--- src/sv/sbs_pkg.sv ---
// ----------------------------------------------------------------------------
// Separator batch sequencer package
// Types, register indexes, relay positions and helpers.
// ----------------------------------------------------------------------------
`default_nettype none

package sbs_pkg;

   localparam int unsigned TIMER_WIDTH_DEF = 24;
   localparam int unsigned CFG_W           = 24;
   localparam int unsigned RELAY_W         = 8;
   localparam int unsigned PHASE_CODE_W    = 3;
   localparam int unsigned CSR_INDEX_W     = 2;

   localparam logic [CFG_W-1:0] MIXER_OFF_RST = 24'd6000;
   localparam logic [CFG_W-1:0] MIXER_ON_RST  = 24'd600;
   localparam logic [CFG_W-1:0] DRYING_RST    = 24'd36000;
   localparam logic [CFG_W-1:0] DISCHARGE_RST = 24'd50;

   localparam int unsigned RLY_SUMP    = 0;
   localparam int unsigned RLY_TOPGATE = 1;
   localparam int unsigned RLY_PRESS   = 2;
   localparam int unsigned RLY_MIXER   = 3;
   localparam int unsigned RLY_HEATER  = 4;
   localparam int unsigned RLY_BOTGATE = 5;
   localparam int unsigned RLY_SETTLE  = 6;
   localparam int unsigned RLY_FILTER  = 7;

   localparam logic [PHASE_CODE_W-1:0] PHASE_CODE_IDLE  = 3'd0;
   localparam logic [PHASE_CODE_W-1:0] PHASE_CODE_FILL  = 3'd1;
   localparam logic [PHASE_CODE_W-1:0] PHASE_CODE_PRESS = 3'd2;
   localparam logic [PHASE_CODE_W-1:0] PHASE_CODE_DRY   = 3'd3;
   localparam logic [PHASE_CODE_W-1:0] PHASE_CODE_DISCH = 3'd4;

   typedef enum logic [CSR_INDEX_W-1:0] {
      CSR_MIXER_OFF = 2'd0,
      CSR_MIXER_ON  = 2'd1,
      CSR_DRYING    = 2'd2,
      CSR_DISCHARGE = 2'd3
   } csr_index_type;

   typedef enum logic [4:0] {
      PH_IDLE  = 5'b00001,
      PH_FILL  = 5'b00010,
      PH_PRESS = 5'b00100,
      PH_DRY   = 5'b01000,
      PH_DISCH = 5'b10000
   } phase_type;

   typedef struct packed {
      logic start_request;
      logic stop_request;
      logic input_tank_lower;
      logic input_tank_upper;
      logic mixer_full;
      logic settle_high;
      logic settle_low;
      logic filt_high;
      logic filt_low;
   } switch_type;

   typedef struct packed {
      logic [CFG_W-1:0] mixer_off_ticks;
      logic [CFG_W-1:0] mixer_on_ticks;
      logic [CFG_W-1:0] drying_ticks;
      logic [CFG_W-1:0] discharge_ticks;
   } cfg_type;

   typedef struct packed {
      phase_type          phase;
      logic [RELAY_W-1:0] relays;
      logic               mixer_active;
   } ctl_type;

   function automatic logic hyst(input logic running, input logic on_sw, input logic off_sw);
      logic result;
      result = running;
      if (!running && on_sw) begin
         result = 1'b1;
      end else if (running && off_sw) begin
         result = 1'b0;
      end
      return result;
   endfunction

   function automatic logic [PHASE_CODE_W-1:0] phase_code_of(input phase_type ph);
      logic [PHASE_CODE_W-1:0] code;
      unique case (ph)
         PH_FILL:  code = PHASE_CODE_FILL;
         PH_PRESS: code = PHASE_CODE_PRESS;
         PH_DRY:   code = PHASE_CODE_DRY;
         PH_DISCH: code = PHASE_CODE_DISCH;
         default:  code = PHASE_CODE_IDLE;
      endcase
      return code;
   endfunction

endpackage

`default_nettype wire

--- src/sv/sbs_csr.sv ---
// ----------------------------------------------------------------------------
// Separator batch sequencer control registers
// Four timing registers written through the csr_ channel.
// ----------------------------------------------------------------------------
`default_nettype none

module sbs_csr (
   input  wire                                   clock,
   input  wire                                   reset,
   input  wire                                   csr_valid,
   input  wire  [sbs_pkg::CSR_INDEX_W-1:0]       csr_index,
   input  wire  [sbs_pkg::CFG_W-1:0]             csr_wdata,
   output sbs_pkg::cfg_type                      cfg
);

   sbs_pkg::cfg_type cfg_ff;
   sbs_pkg::cfg_type cfg_in;

   always_comb begin
      cfg_in = cfg_ff;
      if (csr_valid) begin
         unique case (sbs_pkg::csr_index_type'(csr_index))
            sbs_pkg::CSR_MIXER_OFF: cfg_in.mixer_off_ticks = csr_wdata;
            sbs_pkg::CSR_MIXER_ON:  cfg_in.mixer_on_ticks  = csr_wdata;
            sbs_pkg::CSR_DRYING:    cfg_in.drying_ticks    = csr_wdata;
            sbs_pkg::CSR_DISCHARGE: cfg_in.discharge_ticks = csr_wdata;
         endcase
      end
   end

   always_ff @(posedge clock) begin
      if (reset) begin
         cfg_ff.mixer_off_ticks <= sbs_pkg::MIXER_OFF_RST;
         cfg_ff.mixer_on_ticks  <= sbs_pkg::MIXER_ON_RST;
         cfg_ff.drying_ticks    <= sbs_pkg::DRYING_RST;
         cfg_ff.discharge_ticks <= sbs_pkg::DISCHARGE_RST;
      end else begin
         cfg_ff <= cfg_in;
      end
   end

   assign cfg = cfg_ff;

endmodule

`default_nettype wire

--- src/sv/sbs_step.sv ---
// ----------------------------------------------------------------------------
// Separator batch sequencer tick logic
// Next phase, relays and timers for one control tick.
// ----------------------------------------------------------------------------
`default_nettype none

module sbs_step #(
   parameter int unsigned TIMER_WIDTH = sbs_pkg::TIMER_WIDTH_DEF
) (
   input  sbs_pkg::ctl_type         cur_ctl,
   input  wire  [TIMER_WIDTH-1:0]   cur_phase_elapsed,
   input  wire  [TIMER_WIDTH-1:0]   cur_mixer_elapsed,
   input  sbs_pkg::switch_type      sw,
   input  sbs_pkg::cfg_type         cfg,
   output sbs_pkg::ctl_type         nxt_ctl,
   output logic [TIMER_WIDTH-1:0]   nxt_phase_elapsed,
   output logic [TIMER_WIDTH-1:0]   nxt_mixer_elapsed
);

   localparam int unsigned CMP_W =
      (TIMER_WIDTH > sbs_pkg::CFG_W) ? TIMER_WIDTH : sbs_pkg::CFG_W;
   localparam logic [TIMER_WIDTH-1:0] T_ZERO = '0;
   localparam logic [TIMER_WIDTH-1:0] T_ONE  = TIMER_WIDTH'(1);

   logic [TIMER_WIDTH-1:0]      pe_bump;
   logic [TIMER_WIDTH-1:0]      me_bump;
   logic [sbs_pkg::RELAY_W-1:0] rel_pump;
   logic                        mt_active;
   logic [TIMER_WIDTH-1:0]      mt_elapsed;
   logic                        mt_mixer;
   logic                        dry_done;
   logic                        disch_done;

   assign pe_bump = (&cur_phase_elapsed) ? cur_phase_elapsed : cur_phase_elapsed + T_ONE;
   assign me_bump = (&cur_mixer_elapsed) ? cur_mixer_elapsed : cur_mixer_elapsed + T_ONE;

   assign dry_done   = CMP_W'(pe_bump) >= CMP_W'(cfg.drying_ticks);
   assign disch_done = CMP_W'(pe_bump) >= CMP_W'(cfg.discharge_ticks);

   // settling and filter pumps
   always_comb begin
      rel_pump = cur_ctl.relays;
      rel_pump[sbs_pkg::RLY_SETTLE] = sbs_pkg::hyst(cur_ctl.relays[sbs_pkg::RLY_SETTLE],
                                                    sw.settle_high, sw.settle_low);
      rel_pump[sbs_pkg::RLY_FILTER] = sbs_pkg::hyst(cur_ctl.relays[sbs_pkg::RLY_FILTER],
                                                    sw.filt_high, sw.filt_low);
   end

   // mixer duty cycle
   always_comb begin
      mt_active  = cur_ctl.mixer_active;
      mt_elapsed = me_bump;
      mt_mixer   = cur_ctl.relays[sbs_pkg::RLY_MIXER];
      if (!cur_ctl.mixer_active) begin
         if (CMP_W'(me_bump) >= CMP_W'(cfg.mixer_off_ticks)) begin
            mt_active  = 1'b1;
            mt_elapsed = T_ZERO;
            mt_mixer   = 1'b1;
         end
      end else if (CMP_W'(me_bump) >= CMP_W'(cfg.mixer_on_ticks)) begin
         mt_active  = 1'b0;
         mt_elapsed = T_ZERO;
         mt_mixer   = 1'b0;
      end
   end

   always_comb begin
      nxt_ctl           = cur_ctl;
      nxt_phase_elapsed = cur_phase_elapsed;
      nxt_mixer_elapsed = cur_mixer_elapsed;
      if (sw.stop_request) begin
         nxt_ctl.phase     = sbs_pkg::PH_IDLE;
         nxt_ctl.relays    = '0;
         nxt_phase_elapsed = T_ZERO;
      end else begin
         unique case (cur_ctl.phase)
            sbs_pkg::PH_FILL: begin
               nxt_ctl.relays    = rel_pump;
               nxt_phase_elapsed = pe_bump;
               if (sw.input_tank_upper) begin
                  nxt_ctl.phase                         = sbs_pkg::PH_PRESS;
                  nxt_phase_elapsed                     = T_ZERO;
                  nxt_ctl.relays[sbs_pkg::RLY_SUMP]     = 1'b0;
                  nxt_ctl.relays[sbs_pkg::RLY_TOPGATE]  = 1'b1;
                  nxt_ctl.relays[sbs_pkg::RLY_PRESS]    = 1'b1;
                  nxt_mixer_elapsed                     = T_ZERO;
                  nxt_ctl.mixer_active                  = 1'b0;
               end
            end
            sbs_pkg::PH_PRESS: begin
               nxt_ctl.relays                     = rel_pump;
               nxt_phase_elapsed                  = pe_bump;
               nxt_ctl.mixer_active               = mt_active;
               nxt_mixer_elapsed                  = mt_elapsed;
               nxt_ctl.relays[sbs_pkg::RLY_MIXER] = mt_mixer;
               nxt_ctl.relays[sbs_pkg::RLY_SUMP]  =
                  sbs_pkg::hyst(cur_ctl.relays[sbs_pkg::RLY_SUMP],
                                sw.input_tank_lower, sw.input_tank_upper);
               if (sw.mixer_full) begin
                  nxt_ctl.phase                        = sbs_pkg::PH_DRY;
                  nxt_phase_elapsed                    = T_ZERO;
                  nxt_ctl.relays[sbs_pkg::RLY_PRESS]   = 1'b0;
                  nxt_ctl.relays[sbs_pkg::RLY_TOPGATE] = 1'b0;
                  nxt_ctl.relays[sbs_pkg::RLY_SUMP]    = 1'b0;
                  nxt_ctl.relays[sbs_pkg::RLY_MIXER]   = 1'b0;
                  nxt_ctl.relays[sbs_pkg::RLY_HEATER]  = 1'b1;
                  nxt_mixer_elapsed                    = T_ZERO;
                  nxt_ctl.mixer_active                 = 1'b0;
               end
            end
            sbs_pkg::PH_DRY: begin
               nxt_ctl.relays                     = rel_pump;
               nxt_phase_elapsed                  = pe_bump;
               nxt_ctl.mixer_active               = mt_active;
               nxt_mixer_elapsed                  = mt_elapsed;
               nxt_ctl.relays[sbs_pkg::RLY_MIXER] = mt_mixer;
               if (dry_done) begin
                  nxt_ctl.phase                        = sbs_pkg::PH_DISCH;
                  nxt_phase_elapsed                    = T_ZERO;
                  nxt_ctl.relays[sbs_pkg::RLY_HEATER]  = 1'b0;
                  nxt_ctl.relays[sbs_pkg::RLY_BOTGATE] = 1'b1;
                  nxt_ctl.relays[sbs_pkg::RLY_MIXER]   = 1'b1;
               end
            end
            sbs_pkg::PH_DISCH: begin
               nxt_ctl.relays    = rel_pump;
               nxt_phase_elapsed = pe_bump;
               if (disch_done) begin
                  nxt_ctl.phase     = sbs_pkg::PH_IDLE;
                  nxt_ctl.relays    = '0;
                  nxt_phase_elapsed = T_ZERO;
               end
            end
            default: begin
               nxt_ctl.phase = sbs_pkg::PH_IDLE;
               if (sw.start_request) begin
                  nxt_ctl.phase                     = sbs_pkg::PH_FILL;
                  nxt_phase_elapsed                 = T_ZERO;
                  nxt_ctl.relays[sbs_pkg::RLY_SUMP] = 1'b1;
               end
            end
         endcase
      end
   end

endmodule

`default_nettype wire

--- src/sv/separator_batch_sequencer_core.sv ---
// ----------------------------------------------------------------------------
// Separator batch sequencer core
// Phase sequencer, relay drive and tick timers for a solids/liquid separator.
// ----------------------------------------------------------------------------
// Usage:
//   req_ channel: one control tick per transfer, carrying start, stop and the
//   float-switch bits. rsp_ channel: one transfer per tick with the relay
//   drive and phase code as they stand after that tick.
//   csr_ channel: writes the four timing registers (index 0 to 3); always
//   ready; they must be written only while no tick is in flight, which the
//   block does not enforce. A req_ tick is captured in the input register;
//   the tick logic loads the result register once that register is free,
//   raising rsp_valid. Throughput: one tick per cycle while rsp_ready stays
//   high, set by the single pass through the tick logic that updates the
//   phase, relay and timer registers.
//   Reset: idle phase, all relays off, timers cleared, registers at their
//   default timings, both pipeline stages empty.
//   Stall: a held result keeps rsp_ payload steady; one more tick waits in
//   the input register, then req_ready drops until rsp_ready returns.
// ----------------------------------------------------------------------------
`default_nettype none

module separator_batch_sequencer_core #(
   parameter int unsigned TIMER_WIDTH = sbs_pkg::TIMER_WIDTH_DEF
) (
   input  wire                                  clock,
   input  wire                                  reset,
   input  wire                                  req_valid,
   output logic                                 req_ready,
   input  wire                                  req_start_request,
   input  wire                                  req_stop_request,
   input  wire                                  req_input_tank_lower,
   input  wire                                  req_input_tank_upper,
   input  wire                                  req_mixer_full,
   input  wire                                  req_settle_high,
   input  wire                                  req_settle_low,
   input  wire                                  req_filt_high,
   input  wire                                  req_filt_low,
   output logic                                 rsp_valid,
   input  wire                                  rsp_ready,
   output logic [sbs_pkg::RELAY_W-1:0]          rsp_relay_drive,
   output logic [sbs_pkg::PHASE_CODE_W-1:0]     rsp_phase_code,
   input  wire                                  csr_valid,
   output logic                                 csr_ready,
   input  wire  [sbs_pkg::CSR_INDEX_W-1:0]      csr_index,
   input  wire  [sbs_pkg::CFG_W-1:0]            csr_wdata
);

   sbs_pkg::cfg_type                  cfg;
   sbs_pkg::switch_type               sw_ff;
   sbs_pkg::switch_type               sw_in;
   logic                              s1_valid_ff;
   logic                              s1_valid_in;
   sbs_pkg::ctl_type                  ctl_ff;
   sbs_pkg::ctl_type                  ctl_in;
   logic [TIMER_WIDTH-1:0]            pe_ff;
   logic [TIMER_WIDTH-1:0]            pe_in;
   logic [TIMER_WIDTH-1:0]            me_ff;
   logic [TIMER_WIDTH-1:0]            me_in;
   logic                              rsp_valid_ff;
   logic                              rsp_valid_in;
   logic [sbs_pkg::RELAY_W-1:0]       rsp_relay_ff;
   logic [sbs_pkg::RELAY_W-1:0]       rsp_relay_in;
   logic [sbs_pkg::PHASE_CODE_W-1:0]  rsp_phase_ff;
   logic [sbs_pkg::PHASE_CODE_W-1:0]  rsp_phase_in;
   sbs_pkg::ctl_type                  step_ctl;
   logic [TIMER_WIDTH-1:0]            step_pe;
   logic [TIMER_WIDTH-1:0]            step_me;
   logic                              advance;
   logic                              req_take;

   assign csr_ready = 1'b1;

   sbs_csr u_csr (
      .clock     (clock),
      .reset     (reset),
      .csr_valid (csr_valid),
      .csr_index (csr_index),
      .csr_wdata (csr_wdata),
      .cfg       (cfg)
   );

   sbs_step #(
      .TIMER_WIDTH (TIMER_WIDTH)
   ) u_step (
      .cur_ctl           (ctl_ff),
      .cur_phase_elapsed (pe_ff),
      .cur_mixer_elapsed (me_ff),
      .sw                (sw_ff),
      .cfg               (cfg),
      .nxt_ctl           (step_ctl),
      .nxt_phase_elapsed (step_pe),
      .nxt_mixer_elapsed (step_me)
   );

   assign advance   = s1_valid_ff && (!rsp_valid_ff || rsp_ready);
   assign req_ready = !s1_valid_ff || advance;
   assign req_take  = req_valid && req_ready;

   always_comb begin
      sw_in        = sw_ff;
      s1_valid_in  = (s1_valid_ff && !advance) || req_take;
      ctl_in       = ctl_ff;
      pe_in        = pe_ff;
      me_in        = me_ff;
      rsp_valid_in = advance || (rsp_valid_ff && !rsp_ready);
      rsp_relay_in = rsp_relay_ff;
      rsp_phase_in = rsp_phase_ff;
      if (req_take) begin
         sw_in.start_request    = req_start_request;
         sw_in.stop_request     = req_stop_request;
         sw_in.input_tank_lower = req_input_tank_lower;
         sw_in.input_tank_upper = req_input_tank_upper;
         sw_in.mixer_full       = req_mixer_full;
         sw_in.settle_high      = req_settle_high;
         sw_in.settle_low       = req_settle_low;
         sw_in.filt_high        = req_filt_high;
         sw_in.filt_low         = req_filt_low;
      end
      if (advance) begin
         ctl_in       = step_ctl;
         pe_in        = step_pe;
         me_in        = step_me;
         rsp_relay_in = step_ctl.relays;
         rsp_phase_in = sbs_pkg::phase_code_of(step_ctl.phase);
      end
   end

   always_ff @(posedge clock) begin
      if (reset) begin
         s1_valid_ff         <= 1'b0;
         rsp_valid_ff        <= 1'b0;
         ctl_ff.phase        <= sbs_pkg::PH_IDLE;
         ctl_ff.relays       <= '0;
         ctl_ff.mixer_active <= 1'b0;
         pe_ff               <= '0;
         me_ff               <= '0;
      end else begin
         s1_valid_ff  <= s1_valid_in;
         rsp_valid_ff <= rsp_valid_in;
         ctl_ff       <= ctl_in;
         pe_ff        <= pe_in;
         me_ff        <= me_in;
      end
   end

   // payload: hold unless a transfer moves it
   always_ff @(posedge clock) begin
      sw_ff        <= sw_in;
      rsp_relay_ff <= rsp_relay_in;
      rsp_phase_ff <= rsp_phase_in;
   end

   assign rsp_valid       = rsp_valid_ff;
   assign rsp_relay_drive = rsp_relay_ff;
   assign rsp_phase_code  = rsp_phase_ff;

endmodule

`default_nettype wire

--- config.mk ---
export PLATFORM = sky130hd
export DESIGN_NAME = separator_batch_sequencer_core
export DESIGN_NICKNAME = d
export VERILOG_FILES = /design/src/sv/sbs_pkg.sv /design/src/sv/sbs_csr.sv /design/src/sv/sbs_step.sv /design/src/sv/separator_batch_sequencer_core.sv
export SDC_FILE = /design/constraint.sdc
export NUM_CORES = 1
export LEC_CHECK = 0
export BUFFER_PORTS_ARGS = -buffer_cell sky130_fd_sc_hd__buf_2
export CAP_MARGIN = 10
export CORE_MARGIN = 1
export CORE_UTILIZATION = 25
export CTS_BUF_LIST = sky130_fd_sc_hd__clkbuf_4 sky130_fd_sc_hd__clkbuf_8
export DETAILED_ROUTE_END_ITERATION = 10
export GPL_TIMING_DRIVEN = 0
export PLACE_DENSITY = 0.38
export RECOVER_POWER = 25
export SYNTH_ARGS = -nofsm -noshare
export SYNTH_HDL_FRONTEND = slang
export SYNTH_SLANG_ARGS = --single-unit
--- constraint.sdc ---
create_clock -name clock -period 5.7 [get_ports clock]
set_input_delay 1.14 -clock clock [delete_from_list [all_inputs] [get_ports clock]]
set_output_delay 1.14 -clock clock [all_outputs]
set_load 0.1 [all_outputs]
==> flow_summary_export.csv <==
group,metric,value,unit
route,route.detailed.drc,0,
power_and_ir_drop,sw_frac_of_total,0.3001,
cells_and_area,final_common_cell,"nand2_1",
worst_setup_path,path_class,"reg2reg",
route,routedWlPerCell,16.97,um
cells_and_area,area_growth,12.59,%
cts,postCtsSetupBuffers,0,
route,drt_iter0_markers,469,
cts,clk_latency,500,ps
route,ant_nets,0,
placement,preCtsSetupSlack,520.2,ps
worst_hold_path,holdCritStartpoint,"u_csr.cfg[36]$_SDFFE_PP0P_",
sta,setup-tns-final,0,ps
cts,clockRootBuffer,"clkbuf_8",
cells_and_area,instances_no_fill,1888,
floorplan,row_count,73,
power_and_ir_drop,cellLeakagePower,4.642,nW
cells_and_area,finalNetCount,1488,
sta,worst_slack,518.4,ps
power_and_ir_drop,share_comb_of_total_power,0.095,
worst_setup_path,crit_chain,"buf_4, nand4_2, nor2_1, inv_1, nor4_2, nand3_1, o21ai_0, nand2_1, ha_1, nand4_1, nor4_1, o21ai_0, o2111ai_1, nor4_1, o21ai_2, buf_6, nor2_1, a211o_1",
sta,layout_min_cycle_time,5182,ps
status,status,"complete, no violations",
sta,fmax,0.1930,GHz
yosys,synth_seq_area_share,0.3711,
placement,hpwl,25240,um
floorplan,die_y,204.5,um
sta,clock_skew,21.01,ps
sta,tightest_slew,1087,ps
worst_setup_path,crit_fanout,10,
cts,clk_pin_slew_worst_paths,100,ps
floorplan,core-area,0.04010,mm^2
cts,htreeDepth,4,
cells_and_area,layout_common_cells,"nand2_1 (270), dfxtp_1 (160), a21oi_1 (147), inv_1 (108), ha_1 (98)",
placement,dp_cells,1856,
worst_setup_path,endpoint_kind,"flop",
cts,cts_resized,0,
floorplan,io_pins,54,
yosys,synth-edff-count,20,
worst_setup_path,crit_required,6080,ps
grt,grt_usage,0.1607,
worst_setup_path,slowest_stage,"nor4_1",
worst_hold_path,hold_path.class,"reg2reg",
grt,antenna_found_initial,1,
grt,grt_max_degree,19,
power_and_ir_drop,seqPwrFrac,0.547,
sta,rsz0062_at_grt,"no",
cells_and_area,final_core_util,0.2878,
yosys,ys_types,80,
route,wirelength,32030,um
grt,globalRouteOverflowTotal,0,
floorplan,die_area,0.04181,mm^2
power_and_ir_drop,peakVddDrop,0.1476,mV
floorplan,initial_core_util,0.2556,
cts,clock-sinks,180,
route,viasPerCell,4.749,
worst_setup_path,worst_setup_path_start_kind,"flop",
worst_setup_path,crit_path_start,"me_ff[3]$_SDFFE_PP0P_",
worst_setup_path,crit_family,"simple AND/OR/NAND/NOR gates",
worst_setup_path,cp_num_buf_inv,3,
route,vias,8967,
yosys,async_flop_share,0,
yosys,syn_area,0.01025,mm^2
worst_setup_path,rr_startpoint,"me_ff[3]$_SDFFE_PP0P_",
worst_setup_path,cpPeakStageDelay,620,ps
sta,relSlewSlack,0.2752,
yosys,ys_warn_count,0,
cts,cts_tree,"done",
route,first_pass_iters,4,
placement,numPortBuffers,51,
power_and_ir_drop,total_power,2.431,mW
cts,cts_buffers,17,
power_and_ir_drop,pwr-share-clk,0.358,
floorplan,fp.dieW,204.5,um
sta,post-route-period-util,0.9091,
job,cap_violations,0,
power_and_ir_drop,power_density,210.7,mW/mm^2
sta,setup_viol,0,
yosys,synth.avg_cell_area,8.007,um^2
grt,grt_pass1_wl,50380,um
power_and_ir_drop,p_switching,729.5,uW
cts,cts_max_path_buffers,2,
power_and_ir_drop,power.internal,1.702,mW
sta,slew_viol_final,0,
yosys,dominantRegCellSynth,"dfxtp_1",
yosys,synthCells,1280,
cells_and_area,diodes,0,
grt,grt_pass1_vias,8646,
yosys,syn_nets,1418,
cts,ctsHoldBuffers,0,
cells_and_area,fillers,4380,
worst_setup_path,worstPathArrival,5570,ps
placement,place.gp.congestion,0.8118,
cells_and_area,drive_gt1_frac,0.09758,
yosys,ys_ff_latch,180,
sta,final_hold_viol_count,0,
cell families (layout without fill, tap and decap cells):
group / count (synthesis) / after routing / share of synthesized area
other: 1 / 1 / 0.0003659
muxes: 2 / 2 / 0.002075
buffers and inverters: 163 / 246 / 0.06299
adders and majority gates: 98 / 98 / 0.1196
xor gates and xnor gates: 35 / 35 / 0.02991
and+or+nand+nor: 504 / 504 / 0.2301
DFF: 180 / 180 / 0.3711
AOI/OAI and AO/OA: 297 / 297 / 0.1837
state kept, by name, indices dropped and copies added, names as in the netlist:
signal,count
ctl_ff,14
rsp_valid,1
sw_ff,9
rsp_relay_drive,8
s1_valid_ff,1
u_csr.cfg,96
rsp_phase_code,3
pe_ff,24
me_ff,24
through the flow:
| step | hold WS (ps) | instance area (um^2) |
|---|---|---|
| after floorplan | 436.3 | 10250 |
| after global placement | 443.4 | 11160 |
| after detailed placement | 446.5 | 11160 |
| after CTS | 461.9 | 11530 |
| after global routing | 480.0 | 11540 |
| final | 462.4 | 11540 |
power groups by stage:
stage / Sequential (mW) / Combinational [mW] / Clock (mW)
detailed placement: 1.36 / 0.234 / 0
global route: 1.33 / 0.260 / 0.962
floorplan: 1.38 / 0.121 / 0
global placement: 1.36 / 0.233 / 0
CTS: 1.33 / 0.235 / 0.919
finish: 1.33 / 0.231 / 0.871
worst min-delay path, stage by stage, from the launching register on:
cell and delay (ps):
dfxtp_1 320, nand2_1 50, a21oi_1 50
worst paths after layout:
kind	cells after the start	endpoint	slack, ps
hold / removal	2	u_csr.cfg[36]$_SDFFE_PP0P_	460
hold reg to reg	2	u_csr.cfg[36]$_SDFFE_PP0P_	460
setup reg to reg	18	me_ff[3]$_SDFFE_PP0P_	520
setup / recovery	18	me_ff[3]$_SDFFE_PP0P_	520
synthesized netlist by cell type (3+ instances only):
library cell  count  area (um^2)
a221oi_1          4        35.03
a21o_1           20        150.1
o21ai_0          32        160.2
nand3b_1          7        52.55
nand2_1         270         1013
nor4_1            7        43.79
nor2b_1           8        50.05
a32oi_1           4        35.03
o21ai_1           5        25.02
o21a_1            4        30.03
xor2_1           12        105.1
nor3_1           15        75.07
nor3b_1           4        30.03
ha_1             98         1226
dfxtp_1         160         3203
and3_1           14        87.58
xnor2_1          23        201.4
a21oi_2          11        96.34
nand3_1          28        140.1
nor2_1           66        247.7
inv_1           108        405.4
edfxtp_1         20        600.6
a22o_1           13        113.9
a211oi_1          5        37.54
a211o_1          21        183.9
a21oi_1         147        735.7
and2_1            4        25.02
nand2b_1         11        68.82
or2_2             6        37.54
o211ai_1          5        37.54
nand4_1          26        162.7
buf_1             4        15.01
and4_1            3        26.28
buf_2             9        45.04
clkbuf_1         37        138.9
nor3_2            3        30.03
or3_1            15        93.84
routing by layer:
metal  part of all wire  up-vias  routed length (um)  global-route usage
li1                   -     4563                   -                   -
met1               0.51     4237               16330              0.2271
met2               0.45      146               14260              0.2524
met3              0.033       19                1070             0.02918
met4              0.011        2                 352             0.03385
met5            0.00041        -                  13                   0
cell type report:
class                   instances  area (um^2)  share of cell area
plain buffers                  54        236.5             0.02049
flip-flops and latches        180         3804              0.3296
inverters                     109        409.1             0.03546
clock inverters                14        117.6             0.01019
repair buffers                 51        254.0             0.02201
multi-input cells             937         5813              0.5038
well taps                     525        656.9             0.05693
clock buffers                  18        247.7             0.02147
(Power assumes the default switching activity.)
